`src/design/xsb_pkg.sv`:
```
// ----------------------------------------------------------------------------
// xsb_pkg: shared types and constants of the random byte stream
// Holds the mixing constants, the state machine encodings and the structs
// that pass between the front queue, the seeder and the byte generator.
// ----------------------------------------------------------------------------
package xsb_pkg;

  localparam logic [63:0] GOLDEN_GAMMA = 64'h9E37_79B9_7F4A_7C15;
  localparam logic [63:0] MIX_MUL_A    = 64'hBF58_476D_1CE4_E5B9;
  localparam logic [63:0] MIX_MUL_B    = 64'h94D0_49BB_1331_11EB;

  localparam int unsigned MIX_SHR_A = 30;
  localparam int unsigned MIX_SHR_B = 27;
  localparam int unsigned MIX_SHR_C = 31;

  localparam int unsigned XO_ROT_OUT = 23;
  localparam int unsigned XO_SHL_S1  = 17;
  localparam int unsigned XO_ROT_S3  = 45;

  localparam int unsigned NUM_WORDS = 4;
  localparam logic [3:0]  POS_EMPTY = 4'd8;

  typedef enum logic [1:0] {
    SM_IDLE,
    SM_MUL_A,
    SM_MUL_B
  } seed_state_t;

  typedef enum logic [1:0] {
    BK_IDLE,
    BK_SEED,
    BK_EMIT
  } back_state_t;

  typedef struct packed {
    logic valid;
    logic restart;
  } q_head_t;

  typedef struct packed {
    logic        word_valid;
    logic        last;
    logic [1:0]  idx;
    logic [63:0] word;
  } seed_word_t;

endpackage

```
`src/design/xoshiro256pp_byte_stream.sv`:
```
// A request without restart is held in the queue, then its byte is registered at the output.
// Throughput: one byte per cycle while no restart is requested and the output
// is not stalled; the generator step is taken from the state in the same cycle
// as the first byte of a word. A restart runs four SplitMix64 words one after
// another on one shared 32x32 multiplier before that request's byte is issued.
// Reset (rst_n low, synchronous) clears seed, state and queue; buffer empty.
// ----------------------------------------------------------------------------
// xoshiro256pp_byte_stream: pseudo-random byte generator
// A request queue feeds the byte generator; restarts reseed the xoshiro256++
// state from the seed register through SplitMix64.
// ----------------------------------------------------------------------------
module xoshiro256pp_byte_stream (
  input  logic        clk,
  input  logic        rst_n,
  input  logic        cfg_wr_en,
  input  logic [63:0] cfg_wr_data,
  input  logic        in_valid,
  output logic        in_stall,
  input  logic        in_restart,
  output logic        out_valid,
  input  logic        out_stall,
  output logic [7:0]  out_rand_byte
);

  xsb_pkg::q_head_t    head;
  xsb_pkg::seed_word_t sw;
  logic                pop;
  logic                seed_start;

  xsb_front u_front (
    .clk        (clk),
    .rst_n      (rst_n),
    .in_valid   (in_valid),
    .in_stall   (in_stall),
    .in_restart (in_restart),
    .head       (head),
    .pop        (pop)
  );

  xsb_seeder u_seeder (
    .clk         (clk),
    .rst_n       (rst_n),
    .cfg_wr_en   (cfg_wr_en),
    .cfg_wr_data (cfg_wr_data),
    .start       (seed_start),
    .sw          (sw)
  );

  xsb_back u_back (
    .clk           (clk),
    .rst_n         (rst_n),
    .head          (head),
    .pop           (pop),
    .seed_start    (seed_start),
    .sw            (sw),
    .out_valid     (out_valid),
    .out_stall     (out_stall),
    .out_rand_byte (out_rand_byte)
  );

endmodule

```
`src/design/xsb_front.sv`:
```
// ----------------------------------------------------------------------------
// xsb_front: input queue of byte requests
// Accepts requests and holds their restart flags in a two-entry queue until
// the generator takes them.
// ----------------------------------------------------------------------------
module xsb_front (
  input  logic            clk,
  input  logic            rst_n,
  input  logic            in_valid,
  output logic            in_stall,
  input  logic            in_restart,
  output xsb_pkg::q_head_t head,
  input  logic            pop
);

  logic [1:0] q_mem_r;
  logic       wr_ptr_r;
  logic       rd_ptr_r;
  logic [1:0] q_count_r;
  logic       push;

  assign in_stall = (q_count_r == 2'd2);
  assign push     = in_valid && !in_stall;

  assign head.valid   = (q_count_r != 2'd0);
  assign head.restart = q_mem_r[rd_ptr_r];

  always_ff @(posedge clk) begin
    if (push) begin
      q_mem_r[wr_ptr_r] <= in_restart;
    end
  end

  always_ff @(posedge clk) begin
    if (!rst_n) begin
      wr_ptr_r  <= 1'b0;
      rd_ptr_r  <= 1'b0;
      q_count_r <= 2'd0;
    end else begin
      if (push) begin
        wr_ptr_r <= ~wr_ptr_r;
      end
      if (pop) begin
        rd_ptr_r <= ~rd_ptr_r;
      end
      case ({push, pop})
        2'b10:   q_count_r <= q_count_r + 2'd1;
        2'b01:   q_count_r <= q_count_r - 2'd1;
        default: q_count_r <= q_count_r;
      endcase
    end
  end

  // The queue never counts more than its two entries.
  a_count_bound: assert property (@(posedge clk) disable iff (!rst_n)
    q_count_r != 2'd3) else $error("queue count out of range");

  // A transfer out of the queue only happens when an entry is held.
  a_pop_nonempty: assert property (@(posedge clk) disable iff (!rst_n)
    pop |-> q_count_r != 2'd0) else $error("pop from empty queue");

endmodule

```
`src/design/xsb_seeder.sv`:
```
// ----------------------------------------------------------------------------
// xsb_seeder: SplitMix64 expansion of the seed register
// Produces the four generator words one after another. Each 64-bit multiply
// is built from three 32x32 partial products on one shared multiplier.
// ----------------------------------------------------------------------------
module xsb_seeder (
  input  logic               clk,
  input  logic               rst_n,
  input  logic               cfg_wr_en,
  input  logic [63:0]        cfg_wr_data,
  input  logic               start,
  output xsb_pkg::seed_word_t sw
);

  xsb_pkg::seed_state_t state_r, state_nxt;
  logic [63:0] seed_r;
  logic [63:0] cnt_r, cnt_nxt;
  logic [63:0] mid_r, mid_nxt;
  logic [63:0] acc_r, acc_nxt;
  logic [63:0] prod_r, prod_nxt;
  logic [1:0]  phase_r, phase_nxt;
  logic [1:0]  idx_r, idx_nxt;
  logic [63:0] opnd;
  logic [63:0] mconst;
  logic [31:0] mul_x;
  logic [31:0] mul_c;
  logic [63:0] mul_res;
  logic [63:0] acc_fin;

  always_ff @(posedge clk) begin
    if (!rst_n) begin
      seed_r <= '0;
    end else if (cfg_wr_en) begin
      seed_r <= cfg_wr_data;
    end
  end

  assign opnd    = (state_r == xsb_pkg::SM_MUL_B) ? mid_r
                                                  : (cnt_r ^ (cnt_r >> xsb_pkg::MIX_SHR_A));
  assign mconst  = (state_r == xsb_pkg::SM_MUL_B) ? xsb_pkg::MIX_MUL_B : xsb_pkg::MIX_MUL_A;
  assign mul_x   = (phase_r == 2'd1) ? opnd[63:32] : opnd[31:0];
  assign mul_c   = (phase_r == 2'd2) ? mconst[63:32] : mconst[31:0];
  assign mul_res = {32'd0, mul_x} * {32'd0, mul_c};
  assign acc_fin = acc_r + {prod_r[31:0], 32'd0};

  always_comb begin
    state_nxt     = state_r;
    cnt_nxt       = cnt_r;
    mid_nxt       = mid_r;
    acc_nxt       = acc_r;
    prod_nxt      = mul_res;
    phase_nxt     = phase_r;
    idx_nxt       = idx_r;
    sw.word_valid = 1'b0;
    sw.last       = 1'b0;
    sw.idx        = idx_r;
    sw.word       = acc_fin ^ (acc_fin >> xsb_pkg::MIX_SHR_C);
    case (state_r)
      xsb_pkg::SM_IDLE: begin
        if (start) begin
          cnt_nxt   = seed_r + xsb_pkg::GOLDEN_GAMMA;
          idx_nxt   = 2'd0;
          phase_nxt = 2'd0;
          state_nxt = xsb_pkg::SM_MUL_A;
        end
      end
      xsb_pkg::SM_MUL_A, xsb_pkg::SM_MUL_B: begin
        phase_nxt = phase_r + 2'd1;
        case (phase_r)
          2'd0:    acc_nxt = acc_r;
          2'd1:    acc_nxt = prod_r;
          2'd2:    acc_nxt = acc_fin;
          default: acc_nxt = acc_fin;
        endcase
        if (phase_r == 2'd3) begin
          if (state_r == xsb_pkg::SM_MUL_A) begin
            mid_nxt   = acc_fin ^ (acc_fin >> xsb_pkg::MIX_SHR_B);
            state_nxt = xsb_pkg::SM_MUL_B;
          end else begin
            sw.word_valid = 1'b1;
            sw.last       = (idx_r == 2'(xsb_pkg::NUM_WORDS - 1));
            if (sw.last) begin
              state_nxt = xsb_pkg::SM_IDLE;
            end else begin
              idx_nxt   = idx_r + 2'd1;
              cnt_nxt   = cnt_r + xsb_pkg::GOLDEN_GAMMA;
              state_nxt = xsb_pkg::SM_MUL_A;
            end
          end
        end
      end
      default: state_nxt = xsb_pkg::SM_IDLE;
    endcase
  end

  always_ff @(posedge clk) begin
    if (!rst_n) begin
      state_r <= xsb_pkg::SM_IDLE;
      phase_r <= 2'd0;
      idx_r   <= 2'd0;
    end else begin
      state_r <= state_nxt;
      phase_r <= phase_nxt;
      idx_r   <= idx_nxt;
    end
  end

  always_ff @(posedge clk) begin
    cnt_r  <= cnt_nxt;
    mid_r  <= mid_nxt;
    acc_r  <= acc_nxt;
    prod_r <= prod_nxt;
  end

  // Words leave only at the end of the second multiply.
  a_word_phase: assert property (@(posedge clk) disable iff (!rst_n)
    sw.word_valid |-> (state_r == xsb_pkg::SM_MUL_B) && (phase_r == 2'd3))
    else $error("seed word outside final multiply phase");

endmodule

```
`src/design/xsb_back.sv`:
```
// ----------------------------------------------------------------------------
// xsb_back: generator state, byte buffer and output register
// Takes requests from the queue, runs reseeding and xoshiro256++ steps and
// hands out the held word one byte at a time, most significant first.
// ----------------------------------------------------------------------------
module xsb_back (
  input  logic                clk,
  input  logic                rst_n,
  input  xsb_pkg::q_head_t    head,
  output logic                pop,
  output logic                seed_start,
  input  xsb_pkg::seed_word_t sw,
  output logic                out_valid,
  input  logic                out_stall,
  output logic [7:0]          out_rand_byte
);

  xsb_pkg::back_state_t state_r, state_nxt;
  logic [63:0] gen_r [xsb_pkg::NUM_WORDS];
  logic [63:0] held_r;
  logic [3:0]  pos_r;
  logic        out_valid_r;
  logic [7:0]  out_byte_r;
  logic        slot_free;
  logic        emit;
  logic        refill;
  logic [63:0] xo_sum, xo_rot, xo_out, xo_shl;
  logic [63:0] n0, n1, n2, n3, n3_mix;
  logic [2:0]  sel;
  logic [63:0] word_src;

  assign slot_free = !out_valid_r || !out_stall;

  always_comb begin
    state_nxt  = state_r;
    pop        = 1'b0;
    seed_start = 1'b0;
    emit       = 1'b0;
    case (state_r)
      xsb_pkg::BK_IDLE: begin
        if (head.valid && (head.restart || slot_free)) begin
          pop = 1'b1;
          if (head.restart) begin
            seed_start = 1'b1;
            state_nxt  = xsb_pkg::BK_SEED;
          end else begin
            emit = 1'b1;
          end
        end
      end
      xsb_pkg::BK_SEED: begin
        if (sw.word_valid && sw.last) begin
          state_nxt = xsb_pkg::BK_EMIT;
        end
      end
      xsb_pkg::BK_EMIT: begin
        if (slot_free) begin
          emit      = 1'b1;
          state_nxt = xsb_pkg::BK_IDLE;
        end
      end
      default: state_nxt = xsb_pkg::BK_IDLE;
    endcase
  end

  assign xo_sum = gen_r[0] + gen_r[3];
  assign xo_rot = (xo_sum << xsb_pkg::XO_ROT_OUT) | (xo_sum >> (64 - xsb_pkg::XO_ROT_OUT));
  assign xo_out = xo_rot + gen_r[0];
  assign xo_shl = gen_r[1] << xsb_pkg::XO_SHL_S1;
  assign n2     = gen_r[2] ^ gen_r[0];
  assign n3     = gen_r[3] ^ gen_r[1];
  assign n1     = gen_r[1] ^ n2;
  assign n0     = gen_r[0] ^ n3;
  assign n3_mix = (n3 << xsb_pkg::XO_ROT_S3) | (n3 >> (64 - xsb_pkg::XO_ROT_S3));

  assign refill   = pos_r[3];
  assign word_src = refill ? xo_out : held_r;
  assign sel      = refill ? 3'd7 : (3'd7 - pos_r[2:0]);

  always_ff @(posedge clk) begin
    if (!rst_n) begin
      state_r     <= xsb_pkg::BK_IDLE;
      gen_r[0]    <= '0;
      gen_r[1]    <= '0;
      gen_r[2]    <= '0;
      gen_r[3]    <= '0;
      held_r      <= '0;
      pos_r       <= xsb_pkg::POS_EMPTY;
      out_valid_r <= 1'b0;
    end else begin
      state_r <= state_nxt;
      if (seed_start) begin
        pos_r <= xsb_pkg::POS_EMPTY;
      end
      if (sw.word_valid) begin
        gen_r[sw.idx] <= sw.word;
      end
      if (emit) begin
        if (refill) begin
          gen_r[0] <= n0;
          gen_r[1] <= n1;
          gen_r[2] <= n2 ^ xo_shl;
          gen_r[3] <= n3_mix;
          held_r   <= xo_out;
          pos_r    <= 4'd1;
        end else begin
          pos_r <= pos_r + 4'd1;
        end
        out_valid_r <= 1'b1;
      end else if (!out_stall) begin
        out_valid_r <= 1'b0;
      end
    end
  end

  always_ff @(posedge clk) begin
    if (emit) begin
      out_byte_r <= word_src[{sel, 3'd0} +: 8];
    end
  end

  assign out_valid     = out_valid_r;
  assign out_rand_byte = out_byte_r;

  // No byte is issued while the seeder is still filling the state.
  a_no_emit_seed: assert property (@(posedge clk) disable iff (!rst_n)
    (state_r == xsb_pkg::BK_SEED) |-> !emit) else $error("byte issued during reseed");

  // After a byte is issued the buffer position is never at the start.
  a_pos_advance: assert property (@(posedge clk) disable iff (!rst_n)
    emit |=> pos_r != 4'd0) else $error("buffer position did not advance");

endmodule
```
`config.mk`:
```
export PLATFORM = sky130hd
export DESIGN_NAME = xoshiro256pp_byte_stream
export DESIGN_NICKNAME = d
export VERILOG_FILES = /design/src/design/xsb_pkg.sv /design/src/design/xoshiro256pp_byte_stream.sv /design/src/design/xsb_front.sv /design/src/design/xsb_seeder.sv /design/src/design/xsb_back.sv
export SDC_FILE = /design/constraint.sdc
export NUM_CORES = 2
export LEC_CHECK = 0
export ABC_AREA = 0
export BUFFER_PORTS_ARGS = -buffer_cell sky130_fd_sc_hd__clkbuf_2
export CAP_MARGIN = 20
export CORE_ASPECT_RATIO = 0.6
export CORE_MARGIN = 2
export CORE_UTILIZATION = 60
export DETAILED_ROUTE_END_ITERATION = 8
export PLACE_DENSITY = 0.87
export SETUP_SLACK_MARGIN = 0.02
export SLEW_MARGIN = 25
export SYNTH_ARGS = -nofsm -noshare
export SYNTH_HDL_FRONTEND = slang
export SYNTH_SLANG_ARGS = --single-unit
```
`constraint.sdc`:
```
create_clock -name clk -period 16.85 [get_ports clk]
set_input_delay 0 -clock clk [delete_from_list [all_inputs] [get_ports clk]]
set_output_delay 0 -clock clk [all_outputs]
set_load 0.1 [all_outputs]
```
==> metrics.csv <==
stage,metric,value,unit
outcome,status,"complete, but fails checks",
outcome,violations,hold timing,
sta,period_share,71.74,%
global_route,grt_overflow,0,
sta,rsz0062_at_grt,false,
cells_and_area,final_common_cell,inv_1,
clocking,clk_path_buf_depth,3,
critical_path,reg2reg_from,u_seeder.phase_r[1],
floorplanning,fp.dieArea,118700,µm²
cells_and_area,mostFrequentLayoutCells,"inv_1, fa_1, ha_1",
route,drt-total-wl,279600,µm
sta,hold_ws,-1.270,ps
placed_design,place.gp.congestion,1.192,
floorplanning,die_y,267.7,µm
route,drc,0,
route,wl_per_cell,32.21,µm
global_route,grt_pass1_vias,55419,
hold_path,min_from,cfg_wr_en,
clocking,postCtsSetupBuffers,0,
sta,fin_setup_tns,0,ps
sta,finalMaxSlewViolations,0,
logic_synthesis,synth_area,69550,µm²
sta,max_slew_margin,14.95,%
floorplanning,core-area,114600,µm²
clocking,post_cts_resize_count,0,
placed_design,dp_hpwl,229900,µm
clocking,cts.sinks,667,
logic_synthesis,ys_ff_latch,667,
cells_and_area,drive_gt1_share,5.581,%
logic_synthesis,yosysUniqueCellTypes,106,
cells_and_area,final_cells,8678,
sta,period_needed,12090,ps
logic_synthesis,syn_area_per_cell,9.867,µm²
logic_synthesis,async_flop_share,0,%
cells_and_area,nNetsFinal,8480,
critical_path,crit_slowest_cell,a21oi_1,
global_route,grt_max_degree,192,
floorplanning,rows,96,
critical_path,critPathMaxFanout,56,
critical_path,cpMostUsedCell,fa_1,
critical_path,crit_buf_inv,8,
critical_path,critPathTopFamily,adder cells,
route,vias,58081,
clocking,cts_tree,yes,
critical_path,critPathMaxStageDelay,730,ps
critical_path,end_kind,register,
global_route,grt_first_pass_wirelength,396600,µm
logic_synthesis,yosysWarnings,0,
sta,hold_violations,1,
critical_path,critical_path_class,reg -> reg,
floorplanning,dieWidth,443.5,µm
critical_path,crit_required,17430,ps
sta,fmax,82.73,MHz
floorplanning,floorplan.initialDensity,60.69,%
placed_design,port_buffers,79,
critical_path,startpoint,u_seeder.phase_r[1],
job,drv_cap,0,
clocking,cts_htree_levels,3,
floorplanning,io_pins,80,
hold_path,holdCritPathClass,in -> reg,
clocking,clk_root_buffer_cell,clkbuf_16,
logic_synthesis,synthCells,7048,
clocking,cts_buffers,67,
clocking,clk_latency,680,ps
global_route,grt_antenna_before_repair,19,
sta,setup_viol,0,
logic_synthesis,syn_nets,8448,
sta,tightest_slew,1276,ps
cells_and_area,area_delta_synth_final,7.227,%
sta,finClkSkew,42.73,ps
placed_design,dp_cells,8450,
logic_synthesis,synth-main-ff-cell,edfxtp_1,
route,drtAntennaViolNets,0,
clocking,clkSlewWorstSetupHoldPaths,70,ps
route,first_pass_iters,9,
logic_synthesis,seq_area_frac_synth,25.79,%
route,first_iter_violations,10182,
route,vias_per_cell,6.693,
logic_synthesis,synth_edf_count,458,
critical_path,startpoint_type,register,
global_route,track_usage,46.98,%
critical_path,cp.arrival,12670,ps
worst register-to-register path: cells and delay by family (launching register included):
kind | cells | cell delay [ps]
flops | 1 | 340
buf+inv | 8 | 1540
fa+ha+maj | 10 | 5020
xor+xnor | 1 | 170
compound gates | 8 | 2970
simple gates | 6 | 1960
logic make-up after synthesis:
group	count (synthesis)	synth area share [%]
AOI/OAI and AO/OA	1315	11.96
xor gates and xnor gates	696	8.857
muxes	199	3.184
adders and majority gates	1330	32.64
buffers and inverters	1363	7.448
and+or+nand+nor	1478	10.12
DFF	667	25.79
flip-flops by register name (all words and copies together), names as in the netlist:
signal	count
u_seeder.acc_r	64
u_back.held_r	64
u_back.gen_r	256
u_seeder.prod_r	64
u_seeder.seed_r	64
u_front.q_mem_r	2
u_back.pos_r	4
u_seeder.state_r	2
u_seeder.cnt_r	64
u_back.state_r	2
u_front.rd_ptr_r	1
u_seeder.mid_r	64
u_back.out_rand_byte	8
u_seeder.idx_r	2
u_back.out_valid	1
u_front.q_count_r	2
u_front.wr_ptr_r	1
u_seeder.phase_r	2
per-stage QoR:
| step | area (µm²) | setup slack (ps) | util, % |
|---|---|---|---|
| 2_1_floorplan | 69550 | 7501 | - |
| 3_3_place_gp | 71420 | 5415 | 62.33 |
| 3_5_place_dp | 71440 | 5324 | 62.35 |
| 4_1_cts | 74430 | 5224 | 64.96 |
| 5_1_grt | 74550 | 4630 | 65.06 |
| 6_report | 74570 | 4762 | 65.08 |
synthesized netlist by cell type (all sizes together), types with 15 or more instances:
master	count	area (µm²)
inv	1084	4069
fa	807	16160
ha	523	6544
edfxtp	458	13750
nand2	447	1678
nor2	410	1541
xnor2	393	3465
a21oi	313	1597
xor2	303	2695
o21ai	299	1504
o22ai	243	1520
clkbuf	215	807.0
dfxtp	209	4184
mux2i	165	1652
nor2b	133	832.1
a21o	126	945.9
and2	93	581.8
nand3	75	375.4
nor3	66	340.3
nand4	56	350.3
buf	51	255.2
nand2b	49	306.5
o21bai	48	360.4
or2	40	250.2
a211oi	32	245.2
and3	32	200.2
o21a	32	240.2
a31oi	28	175.2
a21boi	24	180.2
o211ai	20	150.1
o31ai	19	157.7
mux2	18	202.7
or3	17	106.4
mux4	16	360.4
a211o	15	131.4
metal layers:
layer / global-route usage (%) / part of all wire [%] / vias up
met5: 3.492 / 0.34 / -
met4: 9.141 / 2.7 / 32
met3: 34.81 / 23 / 616
met2: 54.24 / 34 / 5343
met1: 67.60 / 40 / 28524
li1: - / - / 23566
layout make-up:
| type | count | area [µm²] |
|---|---|---|
| multi-input cells | 5018 | 46580 |
| clock inverters | 30 | 324.1 |
| repair buffers | 229 | 1768 |
| diodes | 28 | 70.07 |
| inverters | 1097 | 4118 |
| well taps | 1519 | 1901 |
| fillers | 9066 | 40020 |
| clock buffers | 90 | 1877 |
| flip-flops and latches | 667 | 17940 |
final timing paths:
| kind | endpoint | slack, ps | cells past startpoint |
|---|---|---|---|
| worst max-delay path | u_seeder.prod_r[62] | 4760 | 33 |
| worst min-delay path | u_seeder.seed_r[36] | -1 | 3 |
| worst max register to register | u_seeder.prod_r[62] | 4760 | 33 |
| worst min register to register | u_back.held_r[33] | 450 | 2 |
repair_timing:
item | 4_1_cts | 5_1_grt
endpoints found under the setup margin | 0 | 0
hold buffers | 79 | 0
endpoints found under the hold margin | 112 | 0
Power is not shown: default switching activity piles up to over one toggle a cycle in this logic, so the estimate is an artifact.
